--- src/rtl/ddfd_pkg.sv ---
package ddfd_pkg;

  localparam int FRAME_BYTES_DEF = 32;

  localparam int CFG_IDX_W  = 2;
  localparam int CFG_DATA_W = 20;
  localparam int HEIGHT_W   = 14;
  localparam int EVENT_W    = 3;
  localparam int TIME_W     = 32;

  localparam logic [CFG_IDX_W-1:0] REG_BOOT_WAIT    = 2'd0;
  localparam logic [CFG_IDX_W-1:0] REG_IDLE_POLL    = 2'd1;
  localparam logic [CFG_IDX_W-1:0] REG_ACTIVE_POLL  = 2'd2;
  localparam logic [CFG_IDX_W-1:0] REG_ACT_TIMEOUT  = 2'd3;

  localparam logic [CFG_DATA_W-1:0] BOOT_WAIT_RST   = 20'd10000;
  localparam logic [CFG_DATA_W-1:0] IDLE_POLL_RST   = 20'd3000;
  localparam logic [CFG_DATA_W-1:0] ACTIVE_POLL_RST = 20'd330;
  localparam logic [CFG_DATA_W-1:0] ACT_TIMEOUT_RST = 20'd2000;

  localparam logic [EVENT_W-1:0] EV_HEIGHT   = 3'd0;
  localparam logic [EVENT_W-1:0] EV_DISPLAY  = 3'd1;
  localparam logic [EVENT_W-1:0] EV_WAKE     = 3'd2;
  localparam logic [EVENT_W-1:0] EV_BAD_END  = 3'd3;
  localparam logic [EVENT_W-1:0] EV_OVERSIZE = 3'd4;

  localparam logic KIND_BYTE = 1'b0;
  localparam logic KIND_TICK = 1'b1;

  localparam logic [7:0] SOF_A_BYTE  = 8'h9B;
  localparam logic [7:0] SOF_B_BYTE  = 8'h98;
  localparam logic [7:0] EOF_BYTE    = 8'h9D;
  localparam logic [7:0] TYPE_HEIGHT = 8'h12;
  localparam logic [7:0] HEIGHT_LEN  = 8'd7;

  localparam logic [3:0] SEG_MINUS = 4'd10;
  localparam logic [3:0] SEG_BLANK = 4'd14;
  localparam logic [3:0] SEG_BAD   = 4'd15;

  typedef struct packed {
    logic       kind;
    logic [7:0] rx_byte;
  } in_item_t;

  typedef struct packed {
    logic [EVENT_W-1:0]  event_res;
    logic [HEIGHT_W-1:0] height_tenths;
  } out_item_t;

  typedef struct packed {
    logic      vld;
    out_item_t item;
  } res_t;

  typedef struct packed {
    logic changed;
    logic prev_nonzero;
  } hchg_t;

  function automatic logic [3:0] seg_decode(input logic [7:0] b);
    logic [3:0] code;
    begin
      case (b[6:0])
        7'h00:   code = SEG_BLANK;
        7'h3F:   code = 4'd0;
        7'h06:   code = 4'd1;
        7'h5B:   code = 4'd2;
        7'h4F:   code = 4'd3;
        7'h66:   code = 4'd4;
        7'h6D:   code = 4'd5;
        7'h7D:   code = 4'd6;
        7'h07:   code = 4'd7;
        7'h7F:   code = 4'd8;
        7'h6F:   code = 4'd9;
        7'h40:   code = SEG_MINUS;
        default: code = SEG_BAD;
      endcase
      return code;
    end
  endfunction

endpackage

--- src/rtl/ddfd_parser.sv ---
module ddfd_parser #(
  parameter int FRAME_BYTES = ddfd_pkg::FRAME_BYTES_DEF
) (
  input  logic               clk,
  input  logic               rst_n,
  input  logic               go,
  input  ddfd_pkg::in_item_t item,
  output ddfd_pkg::res_t     res,
  output ddfd_pkg::hchg_t    hchg
);
  import ddfd_pkg::*;

  localparam int CW = $clog2(FRAME_BYTES + 1);
  localparam int TW = 9;

  logic [CW-1:0]       cnt_r, cnt_nxt, cnt_inc;
  logic [7:0]          len_r, len_nxt, type_r, type_nxt, len_eff;
  logic [2:0][7:0]     dig_r, dig_nxt;
  logic [HEIGHT_W-1:0] cur_r, cur_nxt, rep_r, rep_nxt;
  logic [TW-1:0]       total;
  logic [3:0]          a_code, b_code, c_code, a_val;
  logic                all_blank, digits_ok;
  logic [HEIGHT_W-1:0] hsum, hval;

  always_comb begin
    a_code    = seg_decode(dig_r[0]);
    b_code    = seg_decode(dig_r[1]);
    c_code    = seg_decode(dig_r[2]);
    all_blank = (a_code == SEG_BLANK) && (b_code == SEG_BLANK) && (c_code == SEG_BLANK);
    a_val     = (a_code == SEG_BLANK) ? 4'd0 : a_code;
    digits_ok = !all_blank && (a_val <= SEG_MINUS) && (b_code <= SEG_MINUS) &&
                (c_code <= SEG_MINUS) && (b_code != SEG_MINUS) &&
                !((a_val == 4'd0) && (b_code == 4'd0) && (c_code == 4'd0));
    hsum      = HEIGHT_W'(a_val) * HEIGHT_W'(100) + HEIGHT_W'(b_code) * HEIGHT_W'(10) +
                HEIGHT_W'(c_code);
    hval      = dig_r[1][7] ? hsum : hsum * HEIGHT_W'(10);
  end

  always_comb begin
    cnt_nxt  = cnt_r;
    len_nxt  = len_r;
    type_nxt = type_r;
    dig_nxt  = dig_r;
    cur_nxt  = cur_r;
    rep_nxt  = rep_r;
    res      = '0;
    hchg     = '0;
    cnt_inc  = cnt_r + 1'b1;
    len_eff  = (cnt_r == CW'(1)) ? item.rx_byte : len_r;
    total    = TW'(len_eff) + TW'(2);
    if (go && (item.kind == KIND_BYTE)) begin
      if (cnt_r == '0) begin
        if ((item.rx_byte == SOF_A_BYTE) || (item.rx_byte == SOF_B_BYTE)) begin
          cnt_nxt = CW'(1);
        end
      end else begin
        if (cnt_r == CW'(1)) len_nxt = item.rx_byte;
        if (cnt_r == CW'(2)) type_nxt = item.rx_byte;
        if (cnt_r == CW'(3)) dig_nxt[0] = item.rx_byte;
        if (cnt_r == CW'(4)) dig_nxt[1] = item.rx_byte;
        if (cnt_r == CW'(5)) dig_nxt[2] = item.rx_byte;
        if (total > TW'(FRAME_BYTES)) begin
          cnt_nxt                = '0;
          res.vld                = 1'b1;
          res.item.event_res     = EV_OVERSIZE;
        end else if (TW'(cnt_inc) >= total) begin
          cnt_nxt = '0;
          if (item.rx_byte != EOF_BYTE) begin
            res.vld            = 1'b1;
            res.item.event_res = EV_BAD_END;
          end else if ((len_eff == HEIGHT_LEN) && (type_r == TYPE_HEIGHT) && digits_ok) begin
            hchg.changed      = (hval != cur_r);
            hchg.prev_nonzero = (cur_r != '0);
            cur_nxt           = hval;
            if (hval != rep_r) begin
              rep_nxt                = hval;
              res.vld                = 1'b1;
              res.item.event_res     = EV_HEIGHT;
              res.item.height_tenths = hval;
            end
          end
        end else begin
          cnt_nxt = cnt_inc;
        end
      end
    end
  end

  always_ff @(posedge clk) begin
    if (!rst_n) begin
      cnt_r <= '0;
      cur_r <= '0;
      rep_r <= '0;
    end else begin
      cnt_r <= cnt_nxt;
      cur_r <= cur_nxt;
      rep_r <= rep_nxt;
    end
    len_r  <= len_nxt;
    type_r <= type_nxt;
    dig_r  <= dig_nxt;
  end

endmodule

--- src/rtl/ddfd_poll.sv ---
module ddfd_poll (
  input  logic                              clk,
  input  logic                              rst_n,
  input  logic                              go,
  input  logic                              tick,
  input  ddfd_pkg::hchg_t                   hchg,
  input  logic                              cfg_we,
  input  logic [ddfd_pkg::CFG_IDX_W-1:0]    cfg_index,
  input  logic [ddfd_pkg::CFG_DATA_W-1:0]   cfg_wdata,
  output ddfd_pkg::res_t                    res
);
  import ddfd_pkg::*;

  typedef enum logic [1:0] {MODE_BOOT, MODE_IDLE, MODE_ACTIVE} mode_t;

  mode_t                 mode_r, mode_nxt;
  logic [TIME_W-1:0]     time_r, time_nxt, poll_r, poll_nxt, chg_r, chg_nxt;
  logic [CFG_DATA_W-1:0] boot_r, idle_r, active_r, tout_r;
  logic [TIME_W-1:0]     since_poll, since_chg;

  always_comb begin
    mode_nxt   = mode_r;
    time_nxt   = time_r;
    poll_nxt   = poll_r;
    chg_nxt    = chg_r;
    res        = '0;
    since_poll = (time_r + 1'b1) - poll_r;
    since_chg  = (time_r + 1'b1) - chg_r;
    if (go && tick) begin
      time_nxt = time_r + 1'b1;
      case (mode_r)
        MODE_BOOT: begin
          if (time_nxt >= TIME_W'(boot_r)) begin
            poll_nxt           = time_nxt;
            mode_nxt           = MODE_IDLE;
            res.vld            = 1'b1;
            res.item.event_res = EV_DISPLAY;
          end
        end
        MODE_ACTIVE: begin
          if (since_poll >= TIME_W'(active_r)) begin
            poll_nxt           = time_nxt;
            res.vld            = 1'b1;
            res.item.event_res = EV_WAKE;
          end
          if (since_chg >= TIME_W'(tout_r)) mode_nxt = MODE_IDLE;
        end
        default: begin
          if (since_poll >= TIME_W'(idle_r)) begin
            poll_nxt           = time_nxt;
            res.vld            = 1'b1;
            res.item.event_res = EV_WAKE;
          end
        end
      endcase
    end else if (go && hchg.changed) begin
      chg_nxt = time_r;
      if (hchg.prev_nonzero && (mode_r == MODE_IDLE)) mode_nxt = MODE_ACTIVE;
    end
  end

  always_ff @(posedge clk) begin
    if (!rst_n) begin
      mode_r   <= MODE_BOOT;
      time_r   <= '0;
      poll_r   <= '0;
      chg_r    <= '0;
      boot_r   <= BOOT_WAIT_RST;
      idle_r   <= IDLE_POLL_RST;
      active_r <= ACTIVE_POLL_RST;
      tout_r   <= ACT_TIMEOUT_RST;
    end else begin
      mode_r <= mode_nxt;
      time_r <= time_nxt;
      poll_r <= poll_nxt;
      chg_r  <= chg_nxt;
      if (cfg_we) begin
        case (cfg_index)
          REG_BOOT_WAIT:   boot_r   <= cfg_wdata;
          REG_IDLE_POLL:   idle_r   <= cfg_wdata;
          REG_ACTIVE_POLL: active_r <= cfg_wdata;
          REG_ACT_TIMEOUT: tout_r   <= cfg_wdata;
          default:         tout_r   <= tout_r;
        endcase
      end
    end
  end

endmodule

--- src/rtl/desk_display_frame_decoder_unit.sv ---
// Channel   Direction  Handshake        Beat
// in_       input      in_valid/stall   in_item: kind, rx_byte
// out_      output     out_valid/stall  out_item: event_res, height_tenths
// cfg_      input      cfg_we           cfg_index, cfg_wdata
//
// Each beat is captured in an input register and decoded, and its result, if
// any, lands in the output register; one beat per cycle is sustained while the
// output is not stalled. Reset is synchronous and active low; it returns
// the frame parser, the millisecond timer and the registers to their defaults.
// A stalled result holds the output register; the input register then fills
// and in_stall rises until the result is taken.
module desk_display_frame_decoder_unit #(
  parameter int FRAME_BYTES = ddfd_pkg::FRAME_BYTES_DEF
) (
  input  logic                            clk,
  input  logic                            rst_n,
  input  logic                            in_valid,
  output logic                            in_stall,
  input  ddfd_pkg::in_item_t              in_item,
  output logic                            out_valid,
  input  logic                            out_stall,
  output ddfd_pkg::out_item_t             out_item,
  input  logic                            cfg_we,
  input  logic [ddfd_pkg::CFG_IDX_W-1:0]  cfg_index,
  input  logic [ddfd_pkg::CFG_DATA_W-1:0] cfg_wdata
);
  import ddfd_pkg::*;

  in_item_t  in_r;
  logic      in_vld_r, in_vld_nxt;
  out_item_t out_r, out_nxt;
  logic      out_vld_r, out_vld_nxt;
  logic      advance, accept;
  res_t      p_res, t_res;
  hchg_t     hchg;

  assign advance  = in_vld_r && (!out_vld_r || !out_stall);
  assign in_stall = in_vld_r && !advance;
  assign accept   = in_valid && !in_stall;

  ddfd_parser #(
    .FRAME_BYTES(FRAME_BYTES)
  ) u_parser (
    .clk  (clk),
    .rst_n(rst_n),
    .go   (advance),
    .item (in_r),
    .res  (p_res),
    .hchg (hchg)
  );

  ddfd_poll u_poll (
    .clk      (clk),
    .rst_n    (rst_n),
    .go       (advance),
    .tick     (in_r.kind == KIND_TICK),
    .hchg     (hchg),
    .cfg_we   (cfg_we),
    .cfg_index(cfg_index),
    .cfg_wdata(cfg_wdata),
    .res      (t_res)
  );

  always_comb begin
    in_vld_nxt  = in_vld_r;
    out_vld_nxt = out_vld_r;
    out_nxt     = out_r;
    if (accept) begin
      in_vld_nxt = 1'b1;
    end else if (advance) begin
      in_vld_nxt = 1'b0;
    end
    if (out_vld_r && !out_stall) out_vld_nxt = 1'b0;
    if (advance && p_res.vld) begin
      out_vld_nxt = 1'b1;
      out_nxt     = p_res.item;
    end else if (advance && t_res.vld) begin
      out_vld_nxt = 1'b1;
      out_nxt     = t_res.item;
    end
  end

  always_ff @(posedge clk) begin
    if (!rst_n) begin
      in_vld_r  <= 1'b0;
      out_vld_r <= 1'b0;
    end else begin
      in_vld_r  <= in_vld_nxt;
      out_vld_r <= out_vld_nxt;
    end
    if (accept) in_r <= in_item;
    out_r <= out_nxt;
  end

  assign out_valid = out_vld_r;
  assign out_item  = out_r;

`ifndef SYNTHESIS
  a_one_source: assert property (@(posedge clk) disable iff (!rst_n)
    !(p_res.vld && t_res.vld))
    else $error("parser and timer both produced a result");

  a_height_nonzero: assert property (@(posedge clk) disable iff (!rst_n)
    (out_valid && (out_item.event_res == EV_HEIGHT)) |-> (out_item.height_tenths != '0))
    else $error("height report with zero height");

  a_other_zero: assert property (@(posedge clk) disable iff (!rst_n)
    (out_valid && (out_item.event_res != EV_HEIGHT)) |-> (out_item.height_tenths == '0))
    else $error("non-height event carries a height");

  a_hold_input: assert property (@(posedge clk) disable iff (!rst_n)
    (in_vld_r && out_vld_r && out_stall) |=> (in_vld_r && $stable(in_r)))
    else $error("input register lost a beat while the output stalled");
`endif

endmodule

--- config.mk ---
export PLATFORM = sky130hd
export DESIGN_NAME = desk_display_frame_decoder_unit
export DESIGN_NICKNAME = d
export VERILOG_FILES = /design/src/rtl/ddfd_pkg.sv /design/src/rtl/ddfd_parser.sv /design/src/rtl/ddfd_poll.sv /design/src/rtl/desk_display_frame_decoder_unit.sv
export SDC_FILE = /design/constraint.sdc
export NUM_CORES = 1
export LEC_CHECK = 0
export ABC_AREA = 1
export BUFFER_PORTS_ARGS = -buffer_cell sky130_fd_sc_hd__buf_2
export CAP_MARGIN = 20
export CORE_ASPECT_RATIO = 0.75
export CORE_MARGIN = 2
export CORE_UTILIZATION = 56
export CTS_CLUSTER_SIZE = 28
export DETAILED_ROUTE_END_ITERATION = 16
export PLACE_DENSITY_LB_ADDON = 0.25
export RECOVER_POWER = 100
export SYNTH_ARGS = -nofsm -noshare
export SYNTH_HDL_FRONTEND = slang
export SYNTH_SLANG_ARGS = --single-unit
export TNS_END_PERCENT = 50
--- constraint.sdc ---
create_clock -name clk -period 7.35 [get_ports clk]
set_input_delay 0.3675 -clock clk [delete_from_list [all_inputs] [get_ports clk]]
set_output_delay 0.3675 -clock clk [all_outputs]
set_load 0.1 [all_outputs]
# Word-level counts from Yosys, hierarchy flattened

Cells that the tools add are included.

Register bits: 278
Bits of input ports: 36
Memories kept: 0
Bits in latches: 0
ROM bits: 0
Bits in writable memories: 0
Word-level logic and storage cells: 213

Mux-type cells: 47
Reductions and logical operators: 60
Multipliers: 3
Bitwise operators: 5
Div/mod/pow operators: 0
$lt $le $gt $ge: 9
Add/sub/neg operators: 7
Equal/unequal tests: 60
Shift-type cells: 0

Operators with widths:

| operator                                                              | count |
|---|---|
| 7-bit == test (second input constant)                                 | 24 |
| 4-bit case mux with 12 select lines                                   | 3 |
| 32-bit by 20-bit >= comparator with 1-bit output                      | 4 |
| 32-bit 2-to-1 mux                                                     | 3 |
| 18-bit 2-to-1 mux                                                     | 5 |
| 32-bit case mux with 2 select lines                                   | 1 |
| 32-bit subtractor                                                     | 2 |
| 7-bit by 3-bit == test with 1-bit output (second input constant)      | 6 |
| 14-bit 2-to-1 mux                                                     | 3 |
| 17-bit 2-to-1 mux                                                     | 2 |
| 32-bit by 1-bit adder with 32-bit output (second input constant)      | 1 |
| 4-bit 2-to-1 mux                                                      | 7 |
| 14-bit inequality test                                                | 2 |
| 6-bit 2-to-1 mux                                                      | 4 |
| 2-bit 2-to-1 mux                                                      | 11 |
| 7-bit by 6-bit == test with 1-bit output (second input constant)      | 3 |
| 1-bit logical AND                                                     | 21 |
| 7-bit zero test                                                       | 3 |
| 8-bit == test (second input constant)                                 | 2 |
| 14-bit by 4-bit adder with 14-bit output                              | 1 |
| 14-bit by 3-bit multiplier with 13-bit output (second input constant) | 1 |
| 2-bit AND reduction                                                   | 7 |
| 14-bit nonzero test                                                   | 1 |
| 11-bit by 8-bit adder with 12-bit output                              | 1 |
| other kinds (37)                                                      | 73 |

# Logic depth before layout (Yosys ltp)

Gate-level depths: netlist of the first run.

Word-level depth: 22
Gate-level depth with buffers: 49
Depth with buffers taken out: 49

# By module

A second synthesis of the first run with hierarchy kept.

Cells, all modules: 3230
Area total of the unflattened synthesis: 21410.5 um2

By module, submodules not included:

| module                          | sequential area each (um2) | area an instance (um2) | cells each | instances |
|---|---|---|---|---|
| ddfd_poll                       | 3563.4                     | 13870.8                | 2195       | 1 |
| ddfd_parser                     | 1821.7                     | 6323.6                 | 935        | 1 |
| desk_display_frame_decoder_unit | 820.8                      | 1216.2                 | 100        | 1 |

# Least setup slack after synthesis of the first run

No wires, ideal clock.

Kind: reg2reg
From: reg u_parser.dig_r[6] (netlist name)
To: reg out_r, in the netlist out_item[0] (enable)
Data required time: 6.980 ns
Clock period less this slack: 6.333 ns
Library setup time: 0.370 ns
Arrival: 5.963 ns
Path slack: 1.017 ns
Buffers on the path: 0
Cell stages (with the launch flop): 43
Cells stage by stage: edfxtp_1 -> inv_1 -> nor3_1 -> inv_1 -> nor2_1 -> inv_1 -> o21ai_0 -> inv_1 -> nand3_1 -> inv_1 -> nand2_1 -> nand2_1 -> inv_1 -> nor2_1 -> ha_1 -> inv_1 -> ha_1 -> fa_1 -> [... 7 more ...] -> nand2_1 -> nand2_1 -> ha_1 -> ha_1 -> nand2_1 -> inv_1 -> nand4_1 -> o211ai_1 -> or2_2 -> nand3_1 -> xor2_1 -> nand2_1 -> nor2_1 -> nand4_1 -> nand2_1 -> nand2_1 -> nand3_1 -> nand2_1

Word-level cells in the longest chain between the ends: 20
Elaborated cells between the ends (all ways): 44

Ends and longest elaborated chain:

| item                                                                                              | line                                  | text |
|---|---|---|
| start: declaration                                                                                | ddfd_parser.sv:18                     | `logic [2:0][7:0] dig_r, dig_nxt;` |
| start signal: assignment                                                                          | ddfd_parser.sv:101                    | `dig_r <= dig_nxt;` |
| 7-bit == test, or another cell as far along                                                       | ddfd_pkg.sv:63                        | `case (b[6:0])` |
| 4-bit case mux with 12 select lines *                                                             | ddfd_pkg.sv:63                        |  |
| parallel branches: the longest is 10 deep, another holds 14-bit by 4-bit adder with 14-bit output | n/a                                   |  |
| 18-bit 2-to-1 mux *                                                                               | ddfd_parser.sv:71                     | `end else if ((len_eff == HEIGHT_LEN) && (type_r == TYPE_HEIGHT) && digits_ok) begin` |
| 4-bit 2-to-1 mux *                                                                                | ddfd_parser.sv:68                     | `if (item.rx_byte != EOF_BYTE) begin` |
| 18-bit 2-to-1 mux *                                                                               | ddfd_parser.sv:66                     | `end else if (TW'(cnt_inc) >= total) begin` |
| 4-bit 2-to-1 mux *                                                                                | ddfd_parser.sv:62                     | `if (total > TW'(FRAME_BYTES)) begin` |
| 18-bit 2-to-1 mux *                                                                               | ddfd_parser.sv:52                     | `if (cnt_r == '0) begin` |
| 18-bit 2-to-1 mux *                                                                               | ddfd_parser.sv:51                     | `if (go && (item.kind == KIND_BYTE)) begin` |
| 1-bit logical AND *                                                                               | desk_display_frame_decoder_unit.sv:74 | `if (advance && p_res.vld) begin` |
| 2-bit nonzero test (no source line) *                                                             | n/a                                   |  |
| end signal: assignment                                                                            | desk_display_frame_decoder_unit.sv:92 | `out_r <= out_nxt;` |
| end: declaration                                                                                  | desk_display_frame_decoder_unit.sv:31 | `out_item_t out_r, out_nxt;` |

Mark *: on every way between the ends.
A chain may end at the register's enable or synchronous reset.

# Final worst setup path of the first run

From: reg u_parser.dig_r[14] (netlist name)
To: reg u_poll.chg_r[0]

Word-level cells in the longest chain between the ends: 20
Elaborated cells between the ends (all ways): 43

Ends and longest elaborated chain:

| item                                                                                              | line              | text |
|---|---|---|
| 7-bit == test, or another cell as far along                                                       | ddfd_pkg.sv:63    |  |
| 4-bit case mux with 12 select lines *                                                             | ddfd_pkg.sv:63    |  |
| parallel branches: the longest is 10 deep, another holds 14-bit by 4-bit adder with 14-bit output | n/a               |  |
| 2-bit 2-to-1 mux *                                                                                | ddfd_parser.sv:71 |  |
| 2-bit 2-to-1 mux *                                                                                | ddfd_parser.sv:68 |  |
| 2-bit 2-to-1 mux *                                                                                | ddfd_parser.sv:66 |  |
| 2-bit 2-to-1 mux *                                                                                | ddfd_parser.sv:62 |  |
| 2-bit 2-to-1 mux *                                                                                | ddfd_parser.sv:52 |  |
| 2-bit 2-to-1 mux *                                                                                | ddfd_parser.sv:51 |  |
| 1-bit logical AND *                                                                               | ddfd_poll.sv:56   | `end else if (go && hchg.changed) begin` |
| 2-bit AND reduction (no source line) *                                                            | n/a               |  |
| end signal: assignment                                                                            | ddfd_poll.sv:76   | `chg_r <= chg_nxt;` |
| end: declaration                                                                                  | ddfd_poll.sv:17   | `logic [TIME_W-1:0] time_r, time_nxt, poll_r, poll_nxt, chg_r, chg_nxt;` |

Marked as above.

==> impl_metrics.env, run 1 <==
export IMPL_status="finished, violations left"
export IMPL_failed_checks="capacitance limit, slew limit"
export IMPL_htree_levels=1
export IMPL_grt_max_degree=108
export IMPL_drt_iter0_drc=1731
export IMPL_end_kind="flop"
export IMPL_yosys_top_cells_area="dfxtp_1 (22%), ha_1 (13%), nand2_1 (11%), edfxtp_1 (9.7%), inv_1 (8.4%)"
export IMPL_tns_ps=0
export IMPL_die_width_um=221
export IMPL_holdCritStartpoint="cfg_wdata[1]"
export IMPL_cp_start_kind="flop"
export IMPL_r2r_end="u_poll.chg_r[0]"
export IMPL_grt_pass1_wl_um=85300
export IMPL_yosys_area_top_type="dfxtp_1"
export IMPL_gr_total_overflow=0
export IMPL_slew_headroom_pct=-167
export IMPL_crit_top_cell="nand2_1"
export IMPL_vias=18517
export IMPL_drive_gt1_share_pct=5.30
export IMPL_dp_hpwl_um=40400
export IMPL_cts_buffers=30
export IMPL_track_usage_pct=27.9
export IMPL_r2r_setup_slack_ps=540
export IMPL_p_per_area_nw_per_um2=202
export IMPL_final_core_utilization_pct=62.2
export IMPL_ys_flop_type="dfxtp_1"
export IMPL_hold_depth=3
export IMPL_hold_viol=0
export IMPL_area_growth_pct=9.23
export IMPL_synth_edf_count=64
export IMPL_nets=3140
export IMPL_post_drt_via_cell_ratio=5.48
export IMPL_ys_warn_count=0
export IMPL_syn_area_um2=19800
export IMPL_synth_cell_types=55
export IMPL_cp_max_fo=35
export IMPL_initial_utilization_pct=57.0
export IMPL_grt_pass1_vias=16725
export IMPL_clk_pin_slew_ps=60
export IMPL_io_buffer_count=54
export IMPL_cts_tree="done"
export IMPL_hold_end="u_poll.active_r[1]"
export IMPL_fmax_mhz=147
export IMPL_cp_arrival_ps=7300
export IMPL_slowest_stage="edfxtp_1"
export IMPL_setup_viol=0
export IMPL_fp_dieArea_um2=36800
export IMPL_clock_sinks=278
export IMPL_ir_worst_vdd_mv=0.198
export IMPL_synth_seq_area_share_pct=31.4
export IMPL_fp_coreArea_um2=34700
export IMPL_power_leakage_nw=10.6
export IMPL_hold_ws_ps=49.5
export IMPL_cts_root_buf="clkbuf_16"
export IMPL_syn_nets=3080
export IMPL_crit_type="reg -> reg"
export IMPL_rows=59
export IMPL_io_pins=55
export IMPL_drt_wl_total_um=52400
export IMPL_antenna_found_initial=2
export IMPL_synth_top_cell_area_share_pct=21.7
export IMPL_avgSynthCellArea_um2=6.96
export IMPL_cpPeakStageDelay_ps=450
export IMPL_synth_seq_cells=278
export IMPL_min_delay_path_class="in -> reg"
export IMPL_dr_pass1_iters=10
export IMPL_required_ps=7840
export IMPL_synthCells=2839
export IMPL_gp_congestion=0.946
export IMPL_final_common_cell="nand2_1"
export IMPL_reg2reg_from="u_parser.dig_r[14]"
export IMPL_maxCapViolCount=3
export IMPL_tightest_slew_ps=4000
export IMPL_clk_path_buf_depth=3
export IMPL_clk_latency_ps=590
export IMPL_r2r_cells=41
export IMPL_slew_violations=182
export IMPL_ant_nets=0
export IMPL_die_y_um=167
export IMPL_fin_crit_ps=6810
export IMPL_fin_crit_sh_pct=92.7
export IMPL_async_reset_ff_share_pct=0
export IMPL_drc=0
export IMPL_final_cell_mix="nand2_1 (560), inv_1 (445), nor2_1 (327), a21oi_1 (269), dfxtp_1 (214)"
export IMPL_routedWlPerCell_um=15.5
export IMPL_clock_skew_ps=25.8
-- how the worst max path moves through the flow --
stage	endpoint	from	slack, ps
final	u_poll.chg_r[0]	u_parser.dig_r[14]	540
after global routing	u_poll.chg_r[0]	u_parser.dig_r[1]	-30
after CTS	out_item[14]	u_parser.dig_r[3]	50
after detailed placement	out_item[2]	u_parser.dig_r[6]	100
after global placement	out_item[10]	u_parser.dig_r[6]	410
after floorplan	out_item[0]	u_parser.dig_r[6]	1020
-- cell families after synthesis --
kind of cell | after synthesis | synth area share [%]
buffers and inverters | 520 | 10.3
flip-flops | 278 | 31.4
adder cells (fa/ha/maj) | 205 | 13.2
AO/OA/AOI/OAI | 578 | 15.9
XOR/XNOR | 101 | 4.48
AND/OR/NAND/NOR | 1157 | 24.7
-- cells in the mapped netlist (3+ instances only) --
| master | number |
|---|---|
| a211oi_1 | 8 |
| a21boi_0 | 3 |
| a21o_1 | 14 |
| a21oi_1 | 270 |
| a21oi_2 | 3 |
| a31oi_1 | 12 |
| buf_2 | 10 |
| buf_6 | 8 |
| clkbuf_1 | 47 |
| dfxtp_1 | 214 |
| edfxtp_1 | 64 |
| fa_1 | 7 |
| ha_1 | 198 |
| inv_1 | 444 |
| inv_2 | 4 |
| nand2_1 | 558 |
| nand2_2 | 9 |
| nand3_1 | 134 |
| nand3_2 | 3 |
| nand3b_1 | 11 |
| nand4_1 | 34 |
| nor2_1 | 327 |
| nor2_2 | 5 |
| nor2_4 | 4 |
| nor3_1 | 39 |
| nor3b_1 | 4 |
| nor4_1 | 14 |
| o211ai_1 | 20 |
| o21a_1 | 4 |
| o21ai_0 | 193 |
| o21ai_1 | 21 |
| o21bai_1 | 15 |
| o41ai_1 | 3 |
| or2_2 | 9 |
| xnor2_1 | 32 |
| xor2_1 | 69 |
-- flip-flops by register name, summed over array words and instances, names as in the netlist, 2 cells and up --
signal and cells:
u_poll.chg_r 32, u_poll.poll_r 32, u_poll.time_r 32, u_parser.dig_r 22, u_poll.active_r 20, u_poll.boot_r 20
u_poll.idle_r 20, u_poll.tout_r 20, out_item 17, u_parser.cur_r 14, u_parser.rep_r 14, in_r 9
u_parser.len_r 8, u_parser.type_r 8, u_parser.cnt_r 6, u_poll.mode_r 2
-- timing repair --
| item | in CTS | in global routing |
|---|---|---|
| gates resized for setup | 0 | 16 |
| endpoints found under the hold margin | 9 | 0 |
| hold buffers | 9 | 0 |
| endpoints found under the setup margin | 0 | 77 |
| setup buffers | 0 | 10 |
-- final cells by class --
type	count	area, um2
Clock inverter	25	228
Tap cell	457	572
Multi-Input combinational cell	2043	11600
Clock buffer	31	754
Fill cell	3212	13100
Inverter	449	1690
Antenna cell	2	5.00
Sequential cell	278	6210
Timing Repair Buffer	97	577
-- stage by stage --
stage	cells	power [mW]	setup WS [ps]	area [um2]
after floorplan	2839	2.53	1020	19800
after global placement	3299	2.79	412	20400
after detailed placement	3300	2.81	96.8	20400
after CTS	3365	4.33	48.0	21500
after global routing	3382	4.59	-31.5	21600
final	3382	4.35	539	21600
-- report_power, final --
part | total (mW) | switching (mW) | internal [mW]
combinational | 1.18 | 0.763 | 0.422
clock | 1.52 | 0.666 | 0.854
sequential | 1.65 | 0.0327 | 1.61
total | 4.35 | 1.46 | 2.89
-- critical path: cells and delay by family (launching register included) --
kind                       cells  cell delay [ps]
and+or+nand+nor               28             3550
adders and majority gates      6             1820
DFF                            1              450
buffers and inverters          4              380
AOI/OAI and AO/OA              3              470
-- metal layers --
metal | global-route usage (%) | vias to the layer above | part of all wire, %
met3 | 4.69 | 63 | 8.1
met4 | 6.04 | 0 | 1.9
met1 | 42.9 | 8478 | 50
met2 | 40.4 | 581 | 40
li1 | - | 9395 | -
met5 | 0 | - | 0
Note: power is estimated with default switching activity, not from simulation.
==> run 2: changes to the inputs <==
--- a/config.mk
+++ b/config.mk
@@ -5,7 +5,7 @@
 export SDC_FILE = /design/constraint.sdc
 export NUM_CORES = 1
 export LEC_CHECK = 0
-export ABC_AREA = 1
+export ABC_AREA = 0
 export BUFFER_PORTS_ARGS = -buffer_cell sky130_fd_sc_hd__buf_2
 export CAP_MARGIN = 20
 export CORE_ASPECT_RATIO = 0.75
==> run 2 against run 1 <==
  * The flow still finishes with violations (capacitance limit, slew limit)
  * Worst hold slack worse by 3.3 ps
  * Combinational power is 81% lower
  * Fmax is 7.2% lower
  * Die area is 6.0% higher
  * Register-to-register slack worse by 530 ps
  * Largest power group unchanged
==> impl_metrics.env, run 2 <==
export IMPL_ys_warn_count=0
export IMPL_dp_hpwl_um=44100
export IMPL_htree_levels=1
export IMPL_clk_latency_ps=610
export IMPL_io_pins=55
export IMPL_synth_cell_types=102
export IMPL_reg2reg_from="u_parser.dig_r[13]"
export IMPL_r2r_cells=34
export IMPL_min_delay_path_class="in -> reg"
export IMPL_cts_buffers=30
export IMPL_fp_dieArea_um2=39000
export IMPL_avgSynthCellArea_um2=8.12
export IMPL_rsz0062_at_grt="true"
export IMPL_clk_pin_slew_ps=70
export IMPL_required_ps=7800
export IMPL_hold_viol=0
export IMPL_setup_viol=0
export IMPL_synth_edf_count=64
export IMPL_slew_violations=214
export IMPL_gp_congestion=0.959
export IMPL_power_leakage_nw=10.0
export IMPL_hold_end="u_poll.idle_r[2]"
export IMPL_slew_headroom_pct=-110
export IMPL_area_growth_pct=15.6
export IMPL_hold_ws_ps=46.1
export IMPL_holdCritStartpoint="cfg_wdata[2]"
export IMPL_cp_arrival_ps=7790
export IMPL_async_reset_ff_share_pct=0
export IMPL_routedWlPerCell_um=18.8
export IMPL_top_regs="u_poll.chg_r (32), u_poll.poll_r (32), u_poll.time_r (32)"
export IMPL_dr_pass1_iters=5
export IMPL_cts_root_buf="clkbuf_16"
export IMPL_status="finished, violations left"
export IMPL_die_width_um=227
export IMPL_final_common_cell="nand2_1"
export IMPL_synth_commonest_cells="nand2_1 (398), dfxtp_1 (214), inv_1 (199)"
export IMPL_grt_pass1_wl_um=96500
export IMPL_clock_sinks=278
export IMPL_cp_start_kind="flop"
export IMPL_vias=19547
export IMPL_final_area_um2=24200
export IMPL_drc=0
export IMPL_synth_top_cell_area_share_pct=20.4
export IMPL_clock_skew_ps=52.7
export IMPL_syn_nets=2823
export IMPL_drive_gt1_share_pct=13.0
export IMPL_cpPeakStageDelay_ps=520
export IMPL_rows=61
export IMPL_path_buf_inv=13
export IMPL_post_drt_via_cell_ratio=6.06
export IMPL_ir_worst_vdd_mv=0.201
export IMPL_antenna_found_initial=0
export IMPL_p_per_area_nw_per_um2=141
export IMPL_failed_checks="capacitance limit, slew limit"
export IMPL_final_core_utilization_pct=65.5
export IMPL_gr_total_overflow=0
export IMPL_tns_ps=0
export IMPL_io_buffer_count=54
export IMPL_r2r_setup_slack_ps=10
export IMPL_end_kind="flop"
export IMPL_grt_max_degree=87
export IMPL_cp_max_fo=6
export IMPL_fmax_mhz=136
export IMPL_initial_utilization_pct=56.7
export IMPL_fp_coreArea_um2=37000
export IMPL_drt_wl_total_um=60700
export IMPL_synth_seq_area_share_pct=29.6
export IMPL_nets=2938
export IMPL_place_area_um2=22300
export IMPL_synthCells=2582
export IMPL_clk_path_buf_depth=3
export IMPL_ys_flop_type="dfxtp_1"
export IMPL_grt_pass1_vias=18302
export IMPL_ant_nets=0
export IMPL_critPathLaunch="u_parser.dig_r[13]"
export IMPL_crit_family="buffers and inverters"
export IMPL_slowest_stage="a2111o_2"
export IMPL_fin_crit_sh_pct=99.8
export IMPL_yosys_area_top_type="dfxtp_1"
export IMPL_crit_type="reg -> reg"
export IMPL_drt_iter0_drc=1826
export IMPL_hold_depth=3
export IMPL_tightest_slew_ps=3130
export IMPL_track_usage_pct=30.9
export IMPL_syn_area_um2=21000
export IMPL_synth_seq_cells=278
export IMPL_maxCapViolCount=3
export IMPL_r2r_end="u_poll.mode_r[0]"
export IMPL_yosys_top_cells_area="dfxtp_1 (20%), ha_1 (12%), edfxtp_1 (9.2%), nand2_1 (7.1%), a21oi_1 (4.6%)"
export IMPL_final_cell_mix="nand2_1 (395), dfxtp_1 (214), inv_1 (195), a21oi_1 (185), ha_1 (185)"
export IMPL_die_y_um=172
export IMPL_crit_top_cell="buf_4"
export IMPL_cts_tree="done"
export IMPL_yosysMostFrequentCell="nand2_1"
export IMPL_fin_crit_ps=7340
-- run 2: cell count changes in the layout (fill, tap and decap cells not counted), moves of 32 or more --
cell and change:
nor3_1 +39, mux2i_1 +62, buf_4 +111, a21oi_1 -84
inv_1 -250, a21o_1 +39, nand2b_1 +32, a211oi_1 +39
xnor2_1 +35, nor2_1 -196, nand3_1 -71, o21ai_0 -138
nand2_1 -165
-- run 2: kinds of logic (layout without fill, tap and decap cells) --
kind of cell	count (synthesis)	count (layout)	synth area share, %
buffers and inverters	332	470	6.59
AO/OA/AOI/OAI	598	598	18.9
adder cells (fa/ha/maj)	205	205	12.5
flip-flops	278	278	29.6
other	0	1	0
XOR/XNOR	155	155	6.87
AND/OR/NAND/NOR	941	941	22.0
multiplexers	73	73	3.61
-- run 2: timing repair --
item	4_1_cts	5_1_grt
endpoints found under the hold margin	10	0
hold buffers	10	0
pin swaps	25	25
gates resized for setup	45	57
setup endpoints to repair	78	79
buffers inserted	24	10
gates cloned	2	0
-- run 2: stage by stage --
step / total power, mW / worst slack (ps) / std cells
2_1_floorplan: 1.76 / 0.450 / 2582
3_3_place_gp: 1.83 / -60.0 / 3124
5_1_grt: 3.53 / -261 / 3224
4_1_cts: 3.43 / -107 / 3215
6_report: 3.42 / 12.8 / 3225
3_5_place_dp: 1.84 / -269 / 3124
-- run 2: cell type report --
type,instances,area [um2]
multi-input combinational,1972,14000
fill,3044,12800
sequential,278,6210
timing repair buffer,216,1590
clock buffer,42,847
inverter,199,748
tap,504,631
clock inverter,13,193
antenna,1,2.50
-- run 2: worst max path at each step --
| stage | endpoint | slack (ps) | cells after the start |
|---|---|---|---|
| 2_1_floorplan | out_item[0] | 0.4 | 30 |
| 3_3_place_gp | out_item[12] | -60 | 29 |
| 3_5_place_dp | out_item[12] | -270 | 30 |
| 4_1_cts | u_parser.rep_r[1] | -110 | 31 |
| 5_1_grt | u_parser.rep_r[11] | -260 | 31 |
| 6_report | u_poll.mode_r[0] | 10 | 34 |
-- run 2: metal layers --
| layer | vias to the layer above | share of wire [%] | GRT usage (%) | routed length (um) |
|---|---|---|---|---|
| met5 | - | 0 | 0 | 0 |
| met4 | 0 | 2.4 | 7.87 | 1440 |
| met3 | 108 | 8.0 | 4.39 | 4870 |
| met2 | 723 | 43 | 46.9 | 26100 |
| met1 | 9282 | 47 | 45.7 | 28300 |
| li1 | 9434 | - | - | - |
-- run 2: tightest hold or removal path, stage by stage --
cell     delay, ps
buf_2          130
nand2_1         50
a21oi_1         50
-- run 2: where the power goes --
part	switching [mW]	internal, mW	total, mW
clock	0.658	0.946	1.60
combinational	0.142	0.0827	0.225
sequential	0.0161	1.58	1.60
